<file path="src/rtl/core/lightmap_bilinear_sampler_core_macros.svh">
// ----------------------------------------------------------------------------
// Lightmap sampler assertion macros
// Shared concurrent assertion forms for the sampler core modules.
// ----------------------------------------------------------------------------
`ifndef LIGHTMAP_BILINEAR_SAMPLER_CORE_MACROS_SVH
`define LIGHTMAP_BILINEAR_SAMPLER_CORE_MACROS_SVH

// same-cycle implication
`define LBS_ASSERT_IMPL(label, clk, rstn, ante, cons) \
    label: assert property (@(posedge clk) disable iff (!rstn) (ante) |-> (cons)) \
        else $error("lbs assertion failed");

// next-cycle implication
`define LBS_ASSERT_NEXT(label, clk, rstn, ante, cons) \
    label: assert property (@(posedge clk) disable iff (!rstn) (ante) |=> (cons)) \
        else $error("lbs assertion failed");

`endif

</file>
<file path="src/rtl/core/lbs_pkg.sv">
// ----------------------------------------------------------------------------
// Lightmap sampler package
// Widths, limits, shared types and the interpolation step function.
// ----------------------------------------------------------------------------
package lbs_pkg;

    localparam int MAX_LAYERS_DEF = 4;

    localparam int TEXEL_W     = 24;
    localparam int CH_W        = 8;
    localparam int STYLE_W     = 10;
    localparam int FRAC_W      = 4;
    localparam int SUM_W       = 12;
    localparam int LEVEL_W     = 12;
    localparam int NUM_CORNERS = 4;
    localparam int NUM_CH      = 3;
    localparam int NUM_SUMS    = NUM_CORNERS * NUM_CH;

    localparam int STYLE_MAX = 550;
    localparam int SUM_MAX   = 4095;

    // corner order within the sum vector
    localparam int C00 = 0;
    localparam int C01 = 1;
    localparam int C10 = 2;
    localparam int C11 = 3;

    typedef logic [SUM_W-1:0]   sum_t;
    typedef logic [LEVEL_W-1:0] level_t;
    typedef logic [FRAC_W-1:0]  frac_t;

    typedef struct packed {
        logic take;
        logic add_en;
        logic clear;
    } lane_ctl_t;

    // a + floor((b - a) * f / 16); result stays between a and b
    function automatic sum_t lerp_step(sum_t a, sum_t b, frac_t f);
        logic signed [SUM_W:0]          diff;
        logic signed [FRAC_W:0]         fx;
        logic signed [SUM_W+FRAC_W+1:0] prod;
        logic signed [SUM_W+FRAC_W+1:0] prod_sh;
        logic signed [SUM_W+1:0]        r;
        diff    = $signed({1'b0, b}) - $signed({1'b0, a});
        fx      = $signed({1'b0, f});
        prod    = diff * fx;
        prod_sh = prod >>> FRAC_W;
        r       = $signed({2'b00, a}) + prod_sh[SUM_W+1:0];
        return r[SUM_W-1:0];
    endfunction

endpackage

</file>
<file path="src/rtl/core/lbs_lane.sv">
// ----------------------------------------------------------------------------
// Lightmap sampler lane
// One corner/channel accumulator: scales the texel channel by the style
// level and adds it with saturation.
// ----------------------------------------------------------------------------
`include "lightmap_bilinear_sampler_core_macros.svh"

module lbs_lane (
    input  logic                              aclk,
    input  logic                              aresetn,
    input  lbs_pkg::lane_ctl_t                ctl,
    input  logic [lbs_pkg::CH_W-1:0]          chan,
    input  logic [lbs_pkg::STYLE_W-1:0]       style,
    output lbs_pkg::sum_t                     sum_upd
);
    import lbs_pkg::*;

    localparam int PROD_W = CH_W + STYLE_W;
    localparam int ADD_W  = PROD_W - 8;

    sum_t              sum_reg;
    sum_t              sum_next;
    logic [PROD_W-1:0] prod;
    logic [ADD_W-1:0]  add;
    logic [SUM_W:0]    sum_wide;

    always_comb begin
        prod     = PROD_W'(chan) * PROD_W'(style);
        add      = prod[PROD_W-1:8];
        sum_wide = {1'b0, sum_reg} + (SUM_W+1)'(add);
        if (!ctl.add_en) begin
            sum_upd = sum_reg;
        end else if (sum_wide > (SUM_W+1)'(SUM_MAX)) begin
            sum_upd = SUM_W'(SUM_MAX);
        end else begin
            sum_upd = sum_wide[SUM_W-1:0];
        end
        sum_next = sum_reg;
        if (ctl.take) begin
            sum_next = ctl.clear ? '0 : sum_upd;
        end
    end

    always_ff @(posedge aclk) begin
        if (!aresetn) begin
            sum_reg <= '0;
        end else begin
            sum_reg <= sum_next;
        end
    end

    `LBS_ASSERT_NEXT(a_lane_clear, aclk, aresetn, ctl.take && ctl.clear, sum_reg == '0)
    `LBS_ASSERT_NEXT(a_lane_hold, aclk, aresetn, !ctl.take, sum_reg == $past(sum_reg))
    `LBS_ASSERT_NEXT(a_lane_mono, aclk, aresetn, ctl.take && !ctl.clear,
                     sum_reg >= $past(sum_reg))

endmodule

</file>
<file path="src/rtl/core/lbs_lerp.sv">
// ----------------------------------------------------------------------------
// Lightmap sampler interpolator
// Merges the corner sums of all lanes: captures them, interpolates along s,
// then along t, and holds the RGB result for the output channel.
// ----------------------------------------------------------------------------
`include "lightmap_bilinear_sampler_core_macros.svh"

module lbs_lerp (
    input  logic                                  aclk,
    input  logic                                  aresetn,
    input  logic                                  load,
    output logic                                  load_ready,
    input  lbs_pkg::sum_t [lbs_pkg::NUM_SUMS-1:0] sums_in,
    input  lbs_pkg::frac_t                        fs_in,
    input  lbs_pkg::frac_t                        ft_in,
    output logic                                  m_valid,
    input  logic                                  m_ready,
    output lbs_pkg::level_t                       m_red_level,
    output lbs_pkg::level_t                       m_green_level,
    output lbs_pkg::level_t                       m_blue_level
);
    import lbs_pkg::*;

    logic                       snap_valid_reg;
    sum_t [NUM_SUMS-1:0]        snap_sums_reg;
    frac_t                      snap_fs_reg;
    frac_t                      snap_ft_reg;

    logic                       mid_valid_reg;
    sum_t [NUM_CH-1:0]          mid_top_reg;
    sum_t [NUM_CH-1:0]          mid_bot_reg;
    frac_t                      mid_ft_reg;

    logic                       out_valid_reg;
    level_t [NUM_CH-1:0]        out_reg;

    logic out_ready;
    logic mid_ready;
    logic snap_ready;
    logic mid_adv;
    logic snap_adv;

    always_comb begin
        out_ready  = !out_valid_reg || m_ready;
        mid_adv    = mid_valid_reg && out_ready;
        mid_ready  = !mid_valid_reg || out_ready;
        snap_adv   = snap_valid_reg && mid_ready;
        snap_ready = !snap_valid_reg || mid_ready;
        load_ready = snap_ready;
    end

    always_ff @(posedge aclk) begin
        if (!aresetn) begin
            snap_valid_reg <= 1'b0;
            mid_valid_reg  <= 1'b0;
            out_valid_reg  <= 1'b0;
        end else begin
            if (snap_ready) begin
                snap_valid_reg <= load;
            end
            if (mid_ready) begin
                mid_valid_reg <= snap_valid_reg;
            end
            if (out_ready) begin
                out_valid_reg <= mid_valid_reg;
            end
        end
    end

    always_ff @(posedge aclk) begin
        if (load && snap_ready) begin
            snap_sums_reg <= sums_in;
            snap_fs_reg   <= fs_in;
            snap_ft_reg   <= ft_in;
        end
        if (snap_adv) begin
            for (int ch = 0; ch < NUM_CH; ch++) begin
                mid_top_reg[ch] <= lerp_step(snap_sums_reg[C00*NUM_CH+ch],
                                             snap_sums_reg[C01*NUM_CH+ch], snap_fs_reg);
                mid_bot_reg[ch] <= lerp_step(snap_sums_reg[C10*NUM_CH+ch],
                                             snap_sums_reg[C11*NUM_CH+ch], snap_fs_reg);
            end
            mid_ft_reg <= snap_ft_reg;
        end
        if (mid_adv) begin
            for (int ch = 0; ch < NUM_CH; ch++) begin
                out_reg[ch] <= LEVEL_W'(lerp_step(mid_top_reg[ch], mid_bot_reg[ch],
                                                  mid_ft_reg));
            end
        end
    end

    assign m_valid       = out_valid_reg;
    assign m_red_level   = out_reg[0];
    assign m_green_level = out_reg[1];
    assign m_blue_level  = out_reg[2];

    `LBS_ASSERT_NEXT(a_load_capt, aclk, aresetn, load && load_ready, snap_valid_reg)
    `LBS_ASSERT_NEXT(a_snap_to_mid, aclk, aresetn, snap_valid_reg && mid_ready, mid_valid_reg)
    `LBS_ASSERT_NEXT(a_mid_to_out, aclk, aresetn, mid_valid_reg && out_ready, out_valid_reg)

endmodule

</file>
<file path="src/rtl/core/lightmap_bilinear_sampler_core.sv">
// ----------------------------------------------------------------------------
// Lightmap bilinear sampler core
// Accumulates style-scaled RGB texels of the four corners of a sample point
// over its light-style layers, then interpolates them bilinearly.
// ----------------------------------------------------------------------------
// Usage:
//   s_* channel: one transfer per light-style layer (four RGB texels, style
//   level, s/t fractions, last-layer flag). Twelve lanes scale and add one
//   corner channel each, so a layer is taken every cycle while s_ready is high.
//   m_* channel: one RGB transfer for each layer flagged last.
//   Result path: the last layer's sums are captured into the snapshot
//   register at its transfer, interpolated along s into the mid register,
//   then along t into the output register. Throughput: 1 layer per cycle
//   while s_ready is high, set by the lane multiply-accumulate.
//   Layers beyond MAX_LAYERS for one point add nothing; styles above 550
//   are clamped; each sum saturates at 4095.
//   Stall: the interpolator holds up to three points; once all three stages
//   are full and m_ready is low, s_ready drops until the receiver drains.
//   Reset: synchronous, active low; clears sums, layer count and all valid
//   flags. No results are pending after reset.
// ----------------------------------------------------------------------------
`include "lightmap_bilinear_sampler_core_macros.svh"

module lightmap_bilinear_sampler_core #(
    parameter int MAX_LAYERS = lbs_pkg::MAX_LAYERS_DEF
) (
    input  logic                               aclk,
    input  logic                               aresetn,
    input  logic                               s_valid,
    output logic                               s_ready,
    input  logic [lbs_pkg::TEXEL_W-1:0]        s_texel_00,
    input  logic [lbs_pkg::TEXEL_W-1:0]        s_texel_01,
    input  logic [lbs_pkg::TEXEL_W-1:0]        s_texel_10,
    input  logic [lbs_pkg::TEXEL_W-1:0]        s_texel_11,
    input  logic [lbs_pkg::STYLE_W-1:0]        s_style_level,
    input  lbs_pkg::frac_t                     s_s_fraction,
    input  lbs_pkg::frac_t                     s_t_fraction,
    input  logic                               s_last_layer,
    output logic                               m_valid,
    input  logic                               m_ready,
    output lbs_pkg::level_t                    m_red_level,
    output lbs_pkg::level_t                    m_green_level,
    output lbs_pkg::level_t                    m_blue_level
);
    import lbs_pkg::*;

    localparam int CNT_W = $clog2(MAX_LAYERS + 1);

    logic [CNT_W-1:0]                      cnt_reg;
    logic [CNT_W-1:0]                      cnt_next;
    logic                                  accept;
    logic [STYLE_W-1:0]                    style_clamped;
    lane_ctl_t                             lane_ctl;
    logic [NUM_CORNERS-1:0][TEXEL_W-1:0]   texels;
    sum_t [NUM_SUMS-1:0]                   sums_upd;

    assign texels = {s_texel_11, s_texel_10, s_texel_01, s_texel_00};
    assign accept = s_valid && s_ready;

    always_comb begin
        style_clamped = (s_style_level > STYLE_W'(STYLE_MAX)) ? STYLE_W'(STYLE_MAX)
                                                               : s_style_level;
        lane_ctl.take   = accept;
        lane_ctl.add_en = cnt_reg < CNT_W'(MAX_LAYERS);
        lane_ctl.clear  = s_last_layer;
        cnt_next = cnt_reg;
        if (accept) begin
            if (s_last_layer) begin
                cnt_next = '0;
            end else if (lane_ctl.add_en) begin
                cnt_next = cnt_reg + CNT_W'(1);
            end
        end
    end

    always_ff @(posedge aclk) begin
        if (!aresetn) begin
            cnt_reg <= '0;
        end else begin
            cnt_reg <= cnt_next;
        end
    end

    for (genvar c = 0; c < NUM_CORNERS; c++) begin : g_corner
        for (genvar ch = 0; ch < NUM_CH; ch++) begin : g_ch
            lbs_lane u_lane (
                .aclk    (aclk),
                .aresetn (aresetn),
                .ctl     (lane_ctl),
                .chan    (texels[c][CH_W*ch +: CH_W]),
                .style   (style_clamped),
                .sum_upd (sums_upd[c*NUM_CH+ch])
            );
        end
    end

    lbs_lerp u_lerp (
        .aclk          (aclk),
        .aresetn       (aresetn),
        .load          (s_valid && s_last_layer),
        .load_ready    (s_ready),
        .sums_in       (sums_upd),
        .fs_in         (s_s_fraction),
        .ft_in         (s_t_fraction),
        .m_valid       (m_valid),
        .m_ready       (m_ready),
        .m_red_level   (m_red_level),
        .m_green_level (m_green_level),
        .m_blue_level  (m_blue_level)
    );

    `LBS_ASSERT_IMPL(a_cnt_range, aclk, aresetn, 1'b1, cnt_reg <= CNT_W'(MAX_LAYERS))
    `LBS_ASSERT_NEXT(a_cnt_clear, aclk, aresetn, accept && s_last_layer, cnt_reg == '0)
    `LBS_ASSERT_NEXT(a_cnt_step, aclk, aresetn,
                     accept && !s_last_layer && (cnt_reg < CNT_W'(MAX_LAYERS)),
                     cnt_reg == $past(cnt_reg) + CNT_W'(1))

endmodule

</file>
<file path="config.mk">
export PLATFORM = sky130hd
export DESIGN_NAME = lightmap_bilinear_sampler_core
export DESIGN_NICKNAME = d
export VERILOG_FILES = /design/src/rtl/core/lbs_pkg.sv /design/src/rtl/core/lbs_lane.sv /design/src/rtl/core/lbs_lerp.sv /design/src/rtl/core/lightmap_bilinear_sampler_core.sv
export VERILOG_INCLUDE_DIRS = /design/src /design/src/rtl/core
export SDC_FILE = /design/constraint.sdc
export NUM_CORES = 2
export LEC_CHECK = 0
export ABC_AREA = 1
export BUFFER_PORTS_ARGS = -buffer_cell sky130_fd_sc_hd__buf_2
export CORE_UTILIZATION = 50
export DETAILED_ROUTE_END_ITERATION = 12
export GPL_TIMING_DRIVEN = 0
export MAX_ROUTING_LAYER = met4
export PLACE_DENSITY = 0.74
export SETUP_SLACK_MARGIN = 0.1
export SLEW_MARGIN = 20
export SYNTH_ARGS = -nofsm -noshare
export SYNTH_HDL_FRONTEND = slang
export SYNTH_SLANG_ARGS = --single-unit
</file>
<file path="constraint.sdc">
create_clock -name aclk -period 22.4 [get_ports aclk]
set_clock_uncertainty 0.05 [all_clocks]
set_input_delay 4.48 -clock aclk [delete_from_list [all_inputs] [get_ports aclk]]
set_output_delay 4.48 -clock aclk [all_outputs]
set_load 0.05 [all_outputs]
</file>
-- After elaboration in Yosys (flattened, before gate mapping)
Index checks and enable logic that the tools add are counted.
- bits in latches: 0
- output and inout port bits: 38
- logic and storage cells: 158
- memories: 0
- bits in writable memories: 0
- input bits: 119
- ROM bits: 0
- register bits: 414
- reduce and logical (&&, ||, !) cells: 13
- magnitude comparators: 14
- add/subtract/negate cells: 31
- eq/ne operators: 0
- bitwise operators: 0
- shifts and indexed selects: 0
- $mul: 21
- divide/modulo/power cells: 0
- muxes and demuxes: 39
- operators by type and width (cell ; number):
    $mux W12 ; 36
    $mul A8 B10 Y18 ; 12
    $add A12 B10 Y13 ; 12
    $gt A13 B12 Y1 const B ; 12
    $mul A13 B5 Y16 ; 9
    $sub A12 B12 Y13 ; 9
    $add A12 B12 Y12 ; 9
    $gt A10 B10 Y1 const B ; 1
    $mux W10 ; 1
    $mux W3 ; 2
    $logic_and A1 B1 Y1 ; 5
    $add A3 B1 Y3 const B ; 1
    $logic_not A1 Y1 ; 3
    $logic_or A1 B1 Y1 ; 3
    $lt A3 B3 Y1 const B ; 1
    $reduce_and A2 Y1 ; 1
    $reduce_bool A2 Y1 ; 1

-- Logic depth before layout (Yosys ltp)
- word-level depth: 8
- mapped depth: 42
- mapped depth without buffers: 40

-- Cells and area by module
From an unflattened synthesis, not the netlist that was laid out.
- cells, all modules: 11721
- area, all modules: 82890.7 um^2
- modules (own cells, without submodules) (module ; sequential area each (um^2) ; cells an instance ; times used ; area each (um^2)):
    lbs_lerp ; 7987.7 ; 4307 ; 1 ; 33772.4
    lbs_lane (g_corner[0].g_ch[0].u_lane ...) ; 240.2 ; 617 ; 8 ; 4075.2
    lbs_lane (g_corner[2].g_ch[2].u_lane) ; 240.2 ; 618 ; 1 ; 4136.5
    lbs_lane (g_corner[3].g_ch[0].u_lane) ; 240.2 ; 616 ; 1 ; 4065.1
    lbs_lane (g_corner[3].g_ch[2].u_lane) ; 240.2 ; 596 ; 1 ; 4015.1
    lbs_lane (g_corner[3].g_ch[1].u_lane) ; 240.2 ; 596 ; 1 ; 4006.3
    lightmap_bilinear_sampler_core ; 60.1 ; 52 ; 1 ; 294.0

-- Worst setup path after synthesis
No wires, ideal clock.
- kind: input port to flip-flop
- start: input port s_style_level[8] in the netlist's numbering
- end: register u_lerp.snap_sums_reg[5] in the netlist's numbering, data pin
- buffers on the path: 2
- stages on the path: 30
- path slack: 11.905 ns
- arrival: 10.190 ns
- setup time: 0.254 ns
- data required time: 22.096 ns
- cells stage by stage: nor3_2 > nand2_4 > nand2_8 > inv_1 > nor2_1 > buf_2 > buf_1 > nor2_1 > fa_1 > fa_1 > fa_1 > inv_1 > fa_1 > inv_1 > ha_1 > a21o_1 > a31oi_1 > nand2_1 > nand2_1 > nand2_1 > nand2_1 > nand2_1 > ha_1 > a21oi_1 > o21ai_0 > nand3_1 > o211ai_1 > nor2_1 > nand2_1 > o21a_1
- longest elaborated chain between the ends: 7
- ends and longest elaborated chain (what ; line ; text):
    from (decl) ; lightmap_bilinear_sampler_core.sv:35 ; input logic [lbs_pkg::STYLE_W-1:0] s_style_level,
    $gt A10 B10 Y1 ; lightmap_bilinear_sampler_core.sv:61 ; style_clamped = (s_style_level > STYLE_W'(STYLE_MAX)) ? STYLE_W'(STYLE_MAX)
    $mux W10 * ; lightmap_bilinear_sampler_core.sv:61 ;
    $mul A8 B10 Y18 * ; lbs_lane.sv:28 ; prod = PROD_W'(chan) * PROD_W'(style);
    $add A12 B10 Y13 * ; lbs_lane.sv:30 ; sum_wide = {1'b0, sum_reg} + (SUM_W+1)'(add);
    $gt A13 B12 Y1 ; lbs_lane.sv:33 ; end else if (sum_wide > (SUM_W+1)'(SUM_MAX)) begin
    $mux W12 * ; lbs_lane.sv:33 ;
    $mux W12 * ; lbs_lane.sv:31 ; if (!ctl.add_en) begin
    via g_corner[0].g_ch[0].u_lane.sum_upd[5] ; lbs_lane.sv:14 ; output lbs_pkg::sum_t sum_upd
    to (signal assigned) ; lbs_lerp.sv:72 ; snap_sums_reg <= sums_in;
    to (decl) ; lbs_lerp.sv:25 ; sum_t [NUM_SUMS-1:0] snap_sums_reg;
The timed path passes the listed nets; every way through them passes the cells marked *.
A chain may end at the register's enable or synchronous reset.

-- Worst setup path after layout
- start: input port s_style_level[0] in the netlist's numbering
- end: register u_lerp.snap_sums_reg[105] in the netlist's numbering, data pin
- longest elaborated chain between the ends: 7
- ends and longest elaborated chain (what ; line):
    $gt A10 B10 Y1 ; lightmap_bilinear_sampler_core.sv:61
    $mux W10 * ; lightmap_bilinear_sampler_core.sv:61
    $mul A8 B10 Y18 * ; lbs_lane.sv:28
    $add A12 B10 Y13 * ; lbs_lane.sv:30
    $gt A13 B12 Y1 ; lbs_lane.sv:33
    $mux W12 * ; lbs_lane.sv:33
    $mux W12 * ; lbs_lane.sv:31
    via g_corner[2].g_ch[2].u_lane.sum_upd[9] ; lbs_lane.sv:14
Marks and branches as above.

==> reports/qor.yml <==
status: "finished clean"
max_stage_delay_ps: 920
drc: 0
reg2reg_setup_slack_ps: 15480
portBuffers: 155
min_path_cells: 0
clock_sinks: 414
cpLargestDelayFamily: "adder cells"
chipWidth_um: 389
routed_wl_mm: 229
slew_headroom_pct: 12.4
synth_nets: 12000
cp.required_ps: 22690
avgSynthCellArea_um2: 7.46
worstSetupStartpointType: "input port"
die_y_um: 389
syn_inst: 10000
fmax_ghz: 0.0781
hold_class: "reg -> reg"
cts.htree.levels: 2
dr.pass1.iters: 6
ys_types: 55
overflow: 0
wl_per_cell_um: 18.8
drive_above_1_share_pct: 3.60
seq_area_um2: 10900
antenna_found_initial: 10
wl_met1_mm: 96.6
ctsResizeCount: 0
hold_viol: 0
rr_worst_depth: 26
fillers: 14100
ys_ff_latch: 414
async_flop_share_pct: 0
gp_congestion: 1.01
ant_nets: 0
top_layer_used: "met4"
setup_tns_ps: 0
grt_pass1_vias: 64500
initial_utilization_pct: 50.5
path_buf_inv: 8
nNetsFinal: 12200
ys_seq_area_share_pct: 14.6
crit_path_end_kind: "flop"
synth_area_um2: 74900
grt.total_usage_pct: 31.1
maxCapViolCount: 0
multiInputGateArea_um2: 54900
synth_edf_count: 264
cts_buffers: 42
clock_path_buffers: 3
tritoncts: "done"
wl_met2_mm: 101
die_area_um2: 151000
worstSetupPathType: "in -> reg"
hold_end: "u_lerp.mid_ft_reg[0]"
tightest_slew_ps: 1310
clk_pin_slew_ps: 70
synth_top_area_cell: "fa_1"
cp_max_fo: 10
met3WireLength_mm: 17.0
vias: 65900
synthTopCellsByArea: "fa_1 21%, ha_1 17%, inv_1 11%"
r2r-start: "u_lerp.snap_fs_reg[3]"
startpoint: "s_style_level[0]"
synth_top_area_share_pct: 21.4
grt_max_degree: 82
yosys_warnings: 0
grt_pass1_wl_mm: 356
pin_count: 157
drtIter0Drc: 4958
slowest_stage: "clkbuf_1"
core_area_um2: 148000
setup_violations: 0
cts_hold_buf: 0
rsz0062_at_grt: "false"
post_cts_buffers: 0
rows: 141
post-route-min-period_ps: 12800
timing.final.crit_share_pct: 57.1
clkLatencyLatePin_ps: 610
arrival_ps: 13090
dp_hpwl_mm: 194
ys.flop_type: "edfxtp_1"
dp.cells: 12100
reg2reg_to: "u_lerp.mid_bot_reg[21]"
vias_per_cell: 5.39
cts_root_buf: "clkbuf_16"
fin_util_pct: 53.7
fin_cells: 12200
syn2layout_area_growth_pct: 6.38
hold_start: "u_lerp.snap_ft_reg[0]"
drv_slew: 0
## Yosys cell counts, drive strengths merged, types with 49 or more instances
| cell type | count |
|---|---|
| clkbuf | 157 |
| dfxtp | 150 |
| a21oi | 749 |
| ha | 1027 |
| nor2 | 1288 |
| nand2 | 1817 |
| a31oi | 56 |
| fa | 801 |
| o21ai | 207 |
| nand3 | 323 |
| edfxtp | 264 |
| inv | 2173 |
| buf | 61 |
| xnor2 | 158 |
| a21o | 59 |
| o21bai | 59 |
| nor3 | 101 |
| xor2 | 286 |
| or2 | 49 |
## per-layer routing
layer | vias up | track usage, %
met4 | 0 | 16.2
met2 | 2491 | 48.7
met5 | - | -
met3 | 541 | 4.01
li1 | 31600 | -
met1 | 31200 | 39.4
## worst register-to-register path: stages, from the launching register on
cell,delay (ps)
edfxtp_1,360
buf_2,260
inv_1,140
clkbuf_1,570
clkbuf_1,890
nor2_1,100
ha_1,340
ha_1,280
inv_1,50
fa_1,470
inv_1,40
ha_1,280
inv_1,50
o21ai_1,280
nand3_1,110
nand2_1,150
xnor2_1,140
inv_1,60
ha_1,340
a21oi_1,230
o21ai_0,110
a21oi_1,210
o21ai_0,160
a21oi_1,160
nor2_1,50
nor2_1,140
xor2_1,590
## layout make-up
cell class / instances / share of cell area, %
Multi-Input combinational cell: 7227 / 69.0
Sequential cell: 414 / 13.7
Inverter: 2176 / 10.3
Tap cell: 1930 / 3.03
Clock buffer: 52 / 1.45
Buffer: 218 / 1.11
Timing Repair Buffer: 159 / 1.08
Clock inverter: 26 / 0.352
Antenna cell: 10 / 0.0314
## layout by cell type, fill, tap and decap left out, drive strengths merged, types with 21 or more instances in the layout
master	n
nand2	1817
nor2	1288
a21oi	749
fa	801
a21boi	28
o21a	21
o21ai	207
ha	1027
o21bai	59
clkbuf	209
inv	2180
o211ai	24
xor2	286
a31oi	56
nand3	323
xnor2	158
nand4	41
a21o	59
buf	220
dfxtp	150
and2	21
edfxtp	264
or2	49
nand3b	34
nor3	101
## how the worst max path moves through the flow
stage                                endpoint  cells after the start  slack [ps]
global route        u_lerp.snap_sums_reg[129]                     31        9400
detailed placement  u_lerp.snap_sums_reg[105]                     31        9200
floorplan             u_lerp.snap_sums_reg[5]                     30       11910
global placement    u_lerp.snap_sums_reg[105]                     30        8990
finish              u_lerp.snap_sums_reg[105]                     31        9600
CTS                 u_lerp.snap_sums_reg[105]                     31        9810
## logic make-up after synthesis
group                      Yosys count  share of synthesized area (%)
AOI/OAI and AO/OA                 1271                           9.63
xor gates and xnor gates           444                           5.23
adders and majority gates         1828                           38.6
buffers and inverters             2394                           12.1
DFF                                414                           14.6
and+or+nand+nor                   3684                           19.9
## through the flow
| stage | hold WS, ps | setup slack, ps | instance area [µm²] |
|---|---|---|---|
| after detailed placement | 358 | 9200 | 78200 |
| final | 381 | 9600 | 79600 |
| after global placement | 366 | 8990 | 78100 |
| after global routing | 395 | 9400 | 79600 |
| after CTS | 386 | 9810 | 79600 |
| after floorplan | 350 | 11910 | 74900 |
Power is left out: the tool's default activity adds up to more than one toggle a clock period on the data nets, which glitch-free logic cannot reach.
